## config.mk

```make
export PLATFORM = sky130hd
export DESIGN_NAME = serial_loaded_rom_bank_mapper_core
export DESIGN_NICKNAME = d
export VERILOG_FILES = /design/src/design/slrbm_pkg.sv /design/src/design/slrbm_loader.sv /design/src/design/slrbm_translate.sv /design/src/design/serial_loaded_rom_bank_mapper_core.sv
export SDC_FILE = /design/constraint.sdc
export NUM_CORES = 1
export LEC_CHECK = 0
export BUFFER_PORTS_ARGS = -buffer_cell sky130_fd_sc_hd__buf_2
export CAP_MARGIN = 10
export CORE_MARGIN = 2
export CORE_UTILIZATION = 30
export CTS_CLUSTER_DIAMETER = 150
export CTS_CLUSTER_SIZE = 40
export DETAILED_ROUTE_END_ITERATION = 10
export PLACE_DENSITY_LB_ADDON = 0.05
export SYNTH_ARGS = -nofsm -noshare
export SYNTH_HDL_FRONTEND = slang
export SYNTH_SLANG_ARGS = --single-unit
```

## constraint.sdc

```tcl
create_clock -name clk -period 2.4 [get_ports clk]
set_input_delay 0.36 -clock clk [delete_from_list [all_inputs] [get_ports clk]]
set_output_delay 0.36 -clock clk [all_outputs]
set_load 0.02 [all_outputs]
```

## src/design/slrbm_pkg.sv

```systemverilog
// shared types, codes and constants of the serial loaded bank mapper
package slrbm_pkg;

  // translated offset width inside the mapper, and the output field width
  localparam int ROM_OFFSET_BITS  = 18;
  localparam int OUT_OFFSET_BITS  = 18;
  localparam int OFFSET_CALC_BITS = 20;
  localparam logic [OFFSET_CALC_BITS-1:0] OFFSET_MASK =
    OFFSET_CALC_BITS'((64'd1 << ROM_OFFSET_BITS) - 64'd1);

  // transaction kinds
  localparam logic [1:0] KIND_WRITE = 2'd0;
  localparam logic [1:0] KIND_PRG   = 2'd1;
  localparam logic [1:0] KIND_CHR   = 2'd2;
  localparam logic [1:0] KIND_NONE  = 2'd3;

  // configuration register indexes
  localparam logic CFG_PRG_BANK_COUNT = 1'b0;
  localparam logic CFG_CHR_USES_RAM   = 1'b1;

  // serial load targets, from address bits 14:13
  localparam logic [1:0] SEL_CONTROL = 2'd0;
  localparam logic [1:0] SEL_CHR_LO  = 2'd1;
  localparam logic [1:0] SEL_CHR_HI  = 2'd2;
  localparam logic [1:0] SEL_PRG     = 2'd3;

  // prg modes, control bits 3:2
  localparam logic [1:0] PRG_MODE_32K_A     = 2'd0;
  localparam logic [1:0] PRG_MODE_32K_B     = 2'd1;
  localparam logic [1:0] PRG_MODE_FIX_FIRST = 2'd2;
  localparam logic [1:0] PRG_MODE_FIX_LAST  = 2'd3;

  localparam logic [4:0] SHIFT_MARKER   = 5'h10;
  localparam logic [4:0] CONTROL_RESET  = 5'h0c;
  localparam logic [4:0] CONTROL_MODE3  = 5'h0c;
  localparam logic [4:0] BANK_COUNT_RST = 5'd2;

  // mapper register file
  typedef struct packed {
    logic [4:0] serial_shift;
    logic [4:0] control;
    logic [4:0] chr_lo;
    logic [4:0] chr_hi;
    logic [4:0] prg;
  } map_state_t;

endpackage

```

## src/design/slrbm_loader.sv

```systemverilog
// serial shift register and bank register file of the mapper
module slrbm_loader (
  input  logic                    clk,
  input  logic                    rst,
  input  logic                    step,
  input  logic [1:0]              kind,
  input  logic [15:0]             address,
  input  logic [7:0]              write_data,
  output slrbm_pkg::map_state_t   state,
  output logic [4:0]              control_next
);

  slrbm_pkg::map_state_t regs;
  slrbm_pkg::map_state_t regs_next;
  logic [4:0]            shifted;

  assign shifted = {write_data[0], regs.serial_shift[4:1]};

  always_comb begin
    regs_next = regs;
    if (step && kind == slrbm_pkg::KIND_WRITE) begin
      if (write_data[7]) begin
        regs_next.control      = regs.control | slrbm_pkg::CONTROL_MODE3;
        regs_next.serial_shift = slrbm_pkg::SHIFT_MARKER;
      end else if (regs.serial_shift[0]) begin
        regs_next.serial_shift = slrbm_pkg::SHIFT_MARKER;
        unique case (address[14:13])
          slrbm_pkg::SEL_CONTROL: regs_next.control = shifted;
          slrbm_pkg::SEL_CHR_LO:  regs_next.chr_lo  = shifted;
          slrbm_pkg::SEL_CHR_HI:  regs_next.chr_hi  = shifted;
          default:                regs_next.prg     = shifted;
        endcase
      end else begin
        regs_next.serial_shift = shifted;
      end
    end
  end

  always_ff @(posedge clk) begin
    if (rst) begin
      regs.serial_shift <= slrbm_pkg::SHIFT_MARKER;
      regs.control      <= slrbm_pkg::CONTROL_RESET;
      regs.chr_lo       <= '0;
      regs.chr_hi       <= '0;
      regs.prg          <= '0;
    end else begin
      regs <= regs_next;
    end
  end

  assign state        = regs;
  assign control_next = regs_next.control;

endmodule

```

## src/design/slrbm_translate.sv

```systemverilog
// prg and chr address translation against the current bank registers
module slrbm_translate (
  input  slrbm_pkg::map_state_t                 state,
  input  logic [4:0]                            prg_bank_count,
  input  logic                                  chr_uses_ram,
  input  logic [1:0]                            kind,
  input  logic [15:0]                           address,
  output logic [slrbm_pkg::OUT_OFFSET_BITS-1:0] rom_offset,
  output logic                                  targets_chr_ram
);

  localparam int CW = slrbm_pkg::OFFSET_CALC_BITS;

  logic [4:0]    count;
  logic [4:0]    last_bank;
  logic [4:0]    prg_lo_bank;
  logic [4:0]    prg_hi_bank;
  logic [4:0]    prg_bank;
  logic [18:0]   prg_offset;
  logic [4:0]    chr_lo_bank;
  logic [4:0]    chr_hi_bank;
  logic [4:0]    chr_bank;
  logic [16:0]   chr_offset;
  logic [CW-1:0] offset;
  logic [CW-1:0] offset_masked;

  // a bank count of zero acts as one bank
  assign count     = (prg_bank_count == 5'd0) ? 5'd1 : prg_bank_count;
  assign last_bank = count - 5'd1;

  always_comb begin
    unique case (state.control[3:2])
      slrbm_pkg::PRG_MODE_32K_A, slrbm_pkg::PRG_MODE_32K_B: begin
        prg_lo_bank = {1'b0, state.prg[3:1], 1'b0};
        prg_hi_bank = {1'b0, state.prg[3:1], 1'b1};
      end
      slrbm_pkg::PRG_MODE_FIX_FIRST: begin
        prg_lo_bank = 5'd0;
        prg_hi_bank = {1'b0, state.prg[3:0]};
      end
      default: begin
        prg_lo_bank = {1'b0, state.prg[3:0]};
        prg_hi_bank = last_bank;
      end
    endcase
  end

  assign prg_bank   = (address < 16'hc000) ? prg_lo_bank : prg_hi_bank;
  assign prg_offset = {prg_bank, address[13:0]};

  // 4 KB banking when control bit 4 is set, else one 8 KB pair
  assign chr_lo_bank = state.control[4] ? state.chr_lo : {state.chr_lo[4:1], 1'b0};
  assign chr_hi_bank = state.control[4] ? state.chr_hi : {state.chr_lo[4:1], 1'b1};
  assign chr_bank    = (address < 16'h1000) ? chr_lo_bank : chr_hi_bank;
  assign chr_offset  = {chr_bank, address[11:0]};

  always_comb begin
    offset          = '0;
    targets_chr_ram = 1'b0;
    unique case (kind)
      slrbm_pkg::KIND_PRG: offset = {{(CW-19){1'b0}}, prg_offset};
      slrbm_pkg::KIND_CHR: begin
        targets_chr_ram = chr_uses_ram;
        if (chr_uses_ram) begin
          offset = {{(CW-13){1'b0}}, address[12:0]};
        end else begin
          offset = {{(CW-17){1'b0}}, chr_offset};
        end
      end
      default: offset = '0;
    endcase
  end

  assign offset_masked = offset & slrbm_pkg::OFFSET_MASK;
  assign rom_offset    = offset_masked[slrbm_pkg::OUT_OFFSET_BITS-1:0];

endmodule

```

## src/design/serial_loaded_rom_bank_mapper_core.sv

```systemverilog
// top level of the serial loaded cartridge bank mapper
//
// One transaction per cycle sustained while out_stall stays low. A
// transaction is taken into the input register, passes the translate and
// register-load logic and lands in the result register, which offers its
// result. A result waiting under stall keeps the input register filled,
// and only then does in_stall rise. Kind 0 transactions clock the serial
// shift register and the bank registers as they move into the result
// register, so every later transaction sees the updated banks. Every
// transaction gives exactly one result: writes and the unused kind report
// offset 0, and mirroring is control bits 1:0 after the transaction.
// Configuration (bank count, chr ram) is to be written only while idle by
// the user; the block itself does not enforce this.
module serial_loaded_rom_bank_mapper_core (
  input  logic                                  clk,
  input  logic                                  rst,
  // configuration write port
  input  logic                                  cfg_write_en,
  input  logic                                  cfg_index,
  input  logic [4:0]                            cfg_data,
  // input channel
  input  logic                                  in_valid,
  output logic                                  in_stall,
  input  logic [1:0]                            kind,
  input  logic [15:0]                           address,
  input  logic [7:0]                            write_data,
  // result channel
  output logic                                  out_valid,
  input  logic                                  out_stall,
  output logic [slrbm_pkg::OUT_OFFSET_BITS-1:0] rom_offset,
  output logic [1:0]                            mirroring,
  output logic                                  targets_chr_ram
);

  // configuration registers
  logic [4:0] prg_bank_count;
  logic       chr_uses_ram;

  // input register
  logic        s1_valid;
  logic [1:0]  s1_kind;
  logic [15:0] s1_address;
  logic [7:0]  s1_data;

  logic in_take;
  logic advance;

  slrbm_pkg::map_state_t                 state;
  logic [4:0]                            control_next;
  logic [slrbm_pkg::OUT_OFFSET_BITS-1:0] offset_calc;
  logic                                  to_ram_calc;

  always_ff @(posedge clk) begin
    if (rst) begin
      prg_bank_count <= slrbm_pkg::BANK_COUNT_RST;
      chr_uses_ram   <= 1'b0;
    end else if (cfg_write_en) begin
      unique case (cfg_index)
        slrbm_pkg::CFG_PRG_BANK_COUNT: prg_bank_count <= cfg_data;
        default:                       chr_uses_ram   <= cfg_data[0];
      endcase
    end
  end

  // input register moves on when the result register is free or being taken
  assign advance  = s1_valid && (!out_valid || !out_stall);
  assign in_stall = s1_valid && !advance;
  assign in_take  = in_valid && !in_stall;

  always_ff @(posedge clk) begin
    if (rst) begin
      s1_valid <= 1'b0;
    end else if (in_take) begin
      s1_valid <= 1'b1;
    end else if (advance) begin
      s1_valid <= 1'b0;
    end
  end

  always_ff @(posedge clk) begin
    if (in_take) begin
      s1_kind    <= kind;
      s1_address <= address;
      s1_data    <= write_data;
    end
  end

  // bank registers update as the transaction leaves the input register
  slrbm_loader u_loader (
    .clk          (clk),
    .rst          (rst),
    .step         (advance),
    .kind         (s1_kind),
    .address      (s1_address),
    .write_data   (s1_data),
    .state        (state),
    .control_next (control_next)
  );

  // translation sees the banks from before this transaction
  slrbm_translate u_translate (
    .state           (state),
    .prg_bank_count  (prg_bank_count),
    .chr_uses_ram    (chr_uses_ram),
    .kind            (s1_kind),
    .address         (s1_address),
    .rom_offset      (offset_calc),
    .targets_chr_ram (to_ram_calc)
  );

  // result register
  always_ff @(posedge clk) begin
    if (rst) begin
      out_valid <= 1'b0;
    end else if (advance) begin
      out_valid <= 1'b1;
    end else if (!out_stall) begin
      out_valid <= 1'b0;
    end
  end

  always_ff @(posedge clk) begin
    if (advance) begin
      rom_offset      <= offset_calc;
      mirroring       <= control_next[1:0];
      targets_chr_ram <= to_ram_calc;
    end
  end

  // a reset write forces the fixed-last prg mode
  a_reset_write_mode3: assert property (@(posedge clk) disable iff (rst)
    advance && s1_kind == slrbm_pkg::KIND_WRITE && s1_data[7]
      |=> state.control[3:2] == slrbm_pkg::PRG_MODE_FIX_LAST)
    else $error("reset write did not force prg mode 3");

  // only chr transactions may point at chr ram
  a_ram_only_chr: assert property (@(posedge clk) disable iff (rst)
    advance && s1_kind != slrbm_pkg::KIND_CHR |=> !targets_chr_ram)
    else $error("non-chr transaction flagged as chr ram");

  // the shift register always carries its marker bit somewhere
  a_marker_present: assert property (@(posedge clk) disable iff (rst)
    state.serial_shift != 5'd0)
    else $error("serial shift register lost its marker");

  // the input register stalls only while a result waits under stall
  a_stall_cause: assert property (@(posedge clk) disable iff (rst)
    in_stall |-> s1_valid && out_valid && out_stall)
    else $error("input stalled without a blocked result");

endmodule
```

# --- Yosys cells after proc, flatten, opt, wreduce, memory -nomap -nowiden ---
# Cells that the tools add are included.
word_totals:
  reg_bits: 80
  inputBits: 37
op_classes:
  addsub: 1
  order_cmp: 2
  n_eq_ne: 7
  mux: 22
  n_bitwise: 3
  reduce_logical: 25
ops:
  columns: ["operator", "n"]
  rows:
  - ["$pmux W18 S2", 1]
  - ["$mux W5", 7]
  - ["$mux W17", 2]
  - ["$mux W20", 1]
  - ["$lt A16 B13 Y1 const B", 1]
  - ["$lt A16 B16 Y1 const B", 1]
  - ["$pmux W4 S2", 2]
  - ["$reduce_and A4 Y1", 4]
  - ["$mux W15", 1]
  - ["$mux W10", 1]
  - ["$mux W4", 2]
  - ["$eq A2 B1 Y1 const B", 3]
  - ["$eq A2 B2 Y1 const B", 3]
  - ["$logic_not A2 Y1", 3]
  - ["$reduce_bool A2 Y1", 3]
  - ["$logic_not A5 Y1", 1]
  - ["$mux W1", 5]
  - ["$logic_and A1 B1 Y1", 4]
  - ["$logic_not A1 Y1", 4]
  - ["$reduce_and A2 Y1", 2]
  - ["$sub A4 B1 Y4 const B", 1]
  - ["$not A1 Y1", 3]
  - ["$reduce_and A3 Y1", 1]
  - ["$reduce_or A3 Y1", 1]
  - ["3 further kinds", 3]

# --- Longest topological paths before layout ---
# Gate-level depths: netlist of the first run.
logic_depth:
  depth_word: 8
  ltp_mapped: 6
  mapped_depth_nobuf: 6

# --- Hierarchy ---
# Synthesis of the first run repeated with hierarchy kept, for this count alone.
hier_totals:
  cells_unflattened: 262
  area_unflattened_um2: 3333.2
by_module_without_submodules:
  columns: ["mod", "n_inst", "cells_each", "area_per_inst_um2", "seq_area_each_um2"]
  rows:
  - ["serial_loaded_rom_bank_mapper_core", 1, 83, 1755.4, 1571.5]
  - ["slrbm_loader", 1, 113, 1139.8, 500.5]
  - ["slrbm_translate", 1, 66, 437.9, 0.0]

# --- Least setup slack after synthesis of the first run ---
# OpenSTA, ideal clock, no wires.
synth_timing:
  path_kind: "reg-to-reg"
  start: "reg out_valid"
  end: "reg s1_address[0] (enable)"
  t_arrival_ns: 1.623
  t_required_ns: 2.001
  setup_slack_ns: 0.378
  path_stages_with_launch: 3
  period_less_slack_ns: 2.022
  cell_sequence: "dfxtp_1 -> and3_1 -> nor2b_1"
synth_via:
  elab_chain_len: 7
synth_rtl:
  columns: ["element", "line_no", "rtl"]
  rows:
  - ["start, declared", "serial_loaded_rom_bank_mapper_core.sv:28", "output logic out_valid,"]
  - ["start signal, assigned", "serial_loaded_rom_bank_mapper_core.sv:114", "out_valid <= 1'b0;"]
  - ["start signal, assigned", "serial_loaded_rom_bank_mapper_core.sv:116", "out_valid <= 1'b1;"]
  - ["start signal, assigned", "serial_loaded_rom_bank_mapper_core.sv:118", "out_valid <= 1'b0;"]
  - ["$logic_not A1 Y1", "serial_loaded_rom_bank_mapper_core.sv:66", "assign advance = s1_valid && (!out_valid || !out_stall);"]
  - ["$logic_or A1 B1 Y1", "serial_loaded_rom_bank_mapper_core.sv:66", null]
  - ["$logic_and A1 B1 Y1", "serial_loaded_rom_bank_mapper_core.sv:66", null]
  - ["$logic_not A1 Y1", "serial_loaded_rom_bank_mapper_core.sv:67", "assign in_stall = s1_valid && !advance;"]
  - ["$logic_and A1 B1 Y1", "serial_loaded_rom_bank_mapper_core.sv:67", null]
  - ["net in_stall", "serial_loaded_rom_bank_mapper_core.sv:23", "output logic in_stall,"]
  - ["$logic_not A1 Y1", "serial_loaded_rom_bank_mapper_core.sv:68", "assign in_take = in_valid && !in_stall;"]
  - ["$logic_and A1 B1 Y1", "serial_loaded_rom_bank_mapper_core.sv:68", null]
  - ["net in_take", "serial_loaded_rom_bank_mapper_core.sv:45", "logic in_take;"]
  - ["end signal, assigned", "serial_loaded_rom_bank_mapper_core.sv:83", "s1_address <= address;"]
  - ["end, declared", "serial_loaded_rom_bank_mapper_core.sv:42", "logic [15:0] s1_address;"]
# The timed path passes the listed nets, and every way through them passes these cells.
# A chain may end at the register's enable or synchronous reset.

# --- Worst setup path in the final report of the first run ---
layout_timing:
  start: "reg s1_address[13]"
  end: "reg rom_offset[14] (netlist name), data pin"
layout_via:
  elab_chain_len: 4
layout_rtl:
  columns: ["element", "line_no", "rtl"]
  rows:
  - ["$lt A16 B13 Y1", "slrbm_translate.sv:54", "assign chr_bank = (address < 16'h1000) ? chr_lo_bank : chr_hi_bank;"]
  - ["$mux W5", "slrbm_translate.sv:54", null]
  - ["$mux W17", "slrbm_translate.sv:64", "if (chr_uses_ram) begin"]
  - ["$pmux W18 S2 (*)", "slrbm_translate.sv:60", "unique case (kind)"]
  - ["net offset_calc, one bit", "serial_loaded_rom_bank_mapper_core.sv:50", "logic [slrbm_pkg::OUT_OFFSET_BITS-1:0] offset_calc;"]
  - ["end signal, assigned", "serial_loaded_rom_bank_mapper_core.sv:124", "rom_offset <= offset_calc;"]
  - ["end, declared", "serial_loaded_rom_bank_mapper_core.sv:30", "output logic [slrbm_pkg::OUT_OFFSET_BITS-1:0] rom_offset,"]
# The timed path passes the listed nets; every way through them passes the cells marked *.

==> results of run 1 <==
-- registers in the layout, summed over array words and instances, names as in the netlist --
signal and count:
u_loader.state 24, rom_offset 18, s1_address 16, prg_bank_count 5, mirroring 2, s1_data 2
s1_kind 2, chr_uses_ram 1, out_valid 1, s1_valid 1, targets_chr_ram 1
-- cell families after synthesis --
logic type      Yosys count  synth area share
mux                      26            0.0895
fa+ha+maj                 3            0.0128
compound gates           34            0.0835
simple gates             90             0.159
buf+inv                  10            0.0153
xor+xnor                  1           0.00298
flops                    73             0.637
-- layout make-up --
cell class / instances / share of cell area
clock inverters: 7 / 0.0265
well taps: 133 / 0.0463
inverters: 3 / 0.00314
multi-input cells: 154 / 0.285
flip-flops and latches: 73 / 0.521
clock buffers: 9 / 0.0345
repair buffers: 56 / 0.0836
-- cell usage in the layout, fill, tap and decap left out, drive strengths merged, types with 7 or more instances in the layout --
cell type  count
buf           56
edfxtp        41
dfxtp         32
nor2          28
mux2i         24
and2          16
nand2         14
a21oi         12
clkbuf         9
nand3          8
nor2b          8
o21ai          7
-- metrics by stage --
step	util	worst slack (ns)	hold slack, ns	instances	area (um2)
floorplan	-	0.378	0.445	237	2940
detailed placement	0.350	0.469	0.475	419	3370
CTS	0.373	0.479	0.160	435	3590
global route	0.373	0.396	0.153	435	3590
global placement	0.350	0.475	0.467	419	3370
finish	0.373	0.518	0.188	435	3590
-- power breakdown --
group,internal [uW],switching [uW],leakage [uW],total [uW]
logic,66.9,103,0.000731,170
clock network,585,456,0.000109,1040
registers,1370,23.0,0.000654,1390
-- metal layers --
metal  track usage  vias to the layer above  share of wire
met5             0                        -              0
met4        0.0425                        0          0.013
met3        0.0461                        5          0.038
met2         0.190                       40           0.46
met1         0.164                      913           0.49
li1              -                      979              -
-- critical path, cell delays in order (launching register included) --
cell and delay (ns):
edfxtp_1 0.52, o41ai_4 0.59, mux2i_1 0.29, o21ai_1 0.09, o21bai_1 0.16
-- worst paths after layout --
kind | from | end | slack, ns
min | write_data[0] | s1_data[0] | 0.19
max | s1_address[13] | rom_offset[14] | 0.52
max reg2reg | s1_address[13] | rom_offset[14] | 0.52
min reg2reg | chr_uses_ram | chr_uses_ram | 0.49
==> results.json, run 1 <==
{
  "worstHoldPathType": "in -> reg",
  "synth.area.top_cells": "edfxtp_1 42%, dfxtp_1 22%, mux2i_1 8.2%, nor2_1 3.6%, and2_1 3.4%",
  "critPathCaptureType": "register",
  "period_needed_ns": 1.88,
  "period_share": 0.784,
  "cts_buffers": 9,
  "p_leak_uw": 0.00149,
  "syn2layout_area_growth_pct": 22.3,
  "r2r_cells": 4,
  "clockBufferDepth": 2,
  "start_util": 0.305,
  "port_buffers": 53,
  "htreeDepth": 3,
  "synth_common_cells": "41 x edfxtp_1, 32 x dfxtp_1, 28 x nor2_1, 24 x mux2i_1, 16 x and2_1",
  "max_slew_margin": 0.580,
  "grt_pass1_wl_um": 9720,
  "clock_latency_ns": 0.34,
  "grt-ovfl-total": 0,
  "required_ns": 2.50,
  "status": "completed",
  "pwr_density_cell_nw_per_um2": 725,
  "initialDrtViolationCount": 31,
  "chipWidth_um": 103,
  "num_io_pins": 60,
  "layout-drive-gt1-share": 0.262,
  "grt_max_degree": 34,
  "drcViolationCount": 0,
  "ys_ff_latch": 73,
  "final.fill_count": 998,
  "vias_per_cell": 4.45,
  "grt_usage": 0.125,
  "diodes": 0,
  "dieArea_um2": 10600,
  "synth-edff-count": 41,
  "gp_congestion": 0.790,
  "syn_avg_cell_area_um2": 12.4,
  "first_pass_iters": 4,
  "fp.coreArea_um2": 9640,
  "whs_path_depth": 1,
  "cts_setup_buffers": 0,
  "p_total_uw": 2600,
  "first_global_vias": 1844,
  "ys_seq_area_frac": 0.637,
  "cts_tree": "done",
  "critical_path_class": "reg -> reg",
  "syn_area_um2": 2940,
  "postCtsHoldBufs": 0,
  "final-hold-violation-count": 0,
  "cts_root_buf": "clkbuf_8",
  "synthArstFlopShare": 0,
  "synth_top_area_frac": 0.419,
  "cts_resized": 0,
  "clock_skew_ns": 0.00771,
  "num_vias": 1937,
  "finalSetupViolCount": 0,
  "wl_per_cell_um": 13.8,
  "slew_violations": 0,
  "std_cell_rows": 36,
  "place.detailed.hpwl_um": 4320,
  "worst_pin_slew_ns": 0.630,
  "max_freq_ghz": 0.531,
  "multi_input_area_um2": 1020,
  "wirelength_um": 6000,
  "die_y_um": 103,
  "cts.clk_slew.worst_paths_ns": 0.08,
  "crit_fanout": 7,
  "seq_area_um2": 1870,
  "num-nets-final": 337,
  "tns_ns": 0,
  "ir_worst_vdd_v": 0.000309,
  "cp.arrival_ns": 1.98,
  "synth_top_cell_by_area": "edfxtp_1",
  "antenna_found_initial": 0,
  "antenna_left": 0,
  "yosys_most_used_dff": "edfxtp_1",
  "yosys.cell_count.top_type": "edfxtp_1",
  "ys_warn_count": 0,
  "rsz0062_at_grt": "no",
  "synth_cell_types": 39,
  "syn_nets": 277,
  "syn_inst": 237,
  "maxCapViolCount": 0,
  "start_kind": "register",
  "cts_sinks": 73
}
No activity file was read; power rests on OpenSTA's default activity.
==> run 2, diff against run 1 <==
- clock period: 2.4 -> 1.7 ns (I/O delays scaled with it)
==> run 2 against run 1 <==
Compared with the run above:
- largest cell class unchanged
- wire length grew 3.1%
- utilization grew 1.5 points
- the flow now finishes with violations (setup timing)
- register-to-register slack lost 0.53 ns
- via count grew 1.5%
- critical endpoint unchanged
- sequential share of layout area shrank 2.0 points
- worst setup slack lost 0.53 ns
==> results.json, run 2 (synthesis gave the netlist of run 1 again) <==
{
  "status": "finished, violations left",
  "violations": "setup timing",
  "critPathCaptureType": "register",
  "layout-drive-gt1-share": 0.310,
  "port_buffers": 53,
  "clockBufferDepth": 2,
  "start_util": 0.305,
  "grt-ovfl-total": 0,
  "syn2layout_area_growth_pct": 27.2,
  "clock_latency_ns": 0.34,
  "chipWidth_um": 103,
  "critical_path_class": "reg -> reg",
  "wirelength_um": 6180,
  "num_vias": 1967,
  "cts.clk_slew.worst_paths_ns": 0.08,
  "grt_usage": 0.129,
  "final.fill_count": 983,
  "fp.coreArea_um2": 9640,
  "p_leak_uw": 0.00156,
  "pwr_density_cell_nw_per_um2": 986,
  "num_io_pins": 60,
  "crit_buf_inv": 1,
  "final_cell_mix": "53 x buf_2, 41 x edfxtp_1, 31 x dfxtp_1",
  "first_global_vias": 2022,
  "place_ws_ns": -0.0234,
  "fin_ws_ns": -0.00751,
  "worstPathCellList": "o41ai_4 > buf_4 > mux2i_2 > o21ai_1 > o21bai_1",
  "max_freq_ghz": 0.586,
  "std_cell_rows": 36,
  "vias_per_cell": 4.35,
  "htreeDepth": 3,
  "gp_congestion": 0.711,
  "cts_root_buf": "clkbuf_8",
  "cpPeakStageDelay_ns": 0.44,
  "largest_reg_flops": 24,
  "worstHoldPathType": "in -> reg",
  "die_y_um": 103,
  "drcViolationCount": 0,
  "path_delay_family": "compound AO/OA/AOI/OAI gates",
  "period_share": 1.00,
  "cts_buffers": 9,
  "maxCapViolCount": 0,
  "diodes": 0,
  "clock_skew_ns": 0.00954,
  "crit_slowest_cell": "edfxtp_1",
  "period_needed_ns": 1.71,
  "first_pass_iters": 4,
  "cts_sinks": 73,
  "place.detailed.hpwl_um": 4470,
  "worst_pin_slew_ns": 0.450,
  "dieArea_um2": 10600,
  "grt_max_degree": 24,
  "post-route-util": 0.388,
  "postCtsHoldBufs": 0,
  "crit_fanout": 4,
  "max_slew_margin": 0.700,
  "ir_worst_vdd_v": 0.000455,
  "num-nets-final": 354,
  "mostFrequentLayoutCell": "buf_2",
  "cp.arrival_ns": 1.80,
  "grt_pass1_wl_um": 10200,
  "required_ns": 1.80,
  "final-hold-violation-count": 0,
  "cts_tree": "done",
  "wl_per_cell_um": 13.7,
  "antenna_found_initial": 0,
  "rsz0062_at_grt": "yes",
  "finalSetupViolCount": 1,
  "start_kind": "register",
  "antenna_left": 0,
  "slew_violations": 0,
  "initialDrtViolationCount": 49,
  "cts_setup_buffers": 0
}
==> run 2: area by class of cell <==
type	instances	area [um2]	area share
flip-flops and latches	73	1870	0.501
clock inverters	6	82.6	0.0221
well taps	133	166	0.0445
repair buffers	73	428	0.115
multi-input cells	154	1050	0.280
inverters	3	11.3	0.00301
clock buffers	10	128	0.0342
==> run 2: worst paths after layout <==
check                                     from             end  slack [ns]  cells after the start
worst max-delay path            s1_address[12]  rom_offset[14]      -0.008                      5
worst min register to register    chr_uses_ram    chr_uses_ram        0.48                      2
worst min-delay path                address[4]   s1_address[4]        0.08                      1
worst max register to register  s1_address[12]  rom_offset[14]      -0.008                      5
==> run 2: per-layer routing <==
layer | global-route usage | share of wire | vias up
met4 | 0.0334 | 0.010 | 0
met3 | 0.0502 | 0.045 | 6
li1 | - | - | 1012
met5 | 0 | 0 | -
met1 | 0.171 | 0.48 | 908
met2 | 0.199 | 0.46 | 41
==> run 2: worst register-to-register path, delay by kind of cell, from the launching register on <==
family | cells | cell delay (ns)
compound gates | 3 | 0.61
buf+inv | 1 | 0.20
flops | 1 | 0.44
mux | 1 | 0.22
==> run 2: power by group <==
group	total [uW]	leakage, uW	internal (uW)	switching, uW
logic	269	0.000796	113	156
clock network	1450	0.000108	820	633
registers	1960	0.000655	1930	29.0
==> run 2: per-stage QoR <==
step	hold WS [ns]	std cells	setup TNS, ns	cell area (um2)	power (uW)
floorplan	0.354	237	-0.0595	2950	2150
global placement	0.432	436	0	3510	2270
detailed placement	0.433	436	-0.0234	3510	2270
CTS	0.0602	452	-0.00720	3720	3750
global route	0.0427	452	-0.0984	3740	3870
finish	0.0797	452	-0.00751	3740	3680
==> run 2: repair_timing <==
action                                  4_1_cts  5_1_grt
pin swaps                                     1        0
resized for setup                             1        5
endpoints found under the setup margin        1        7
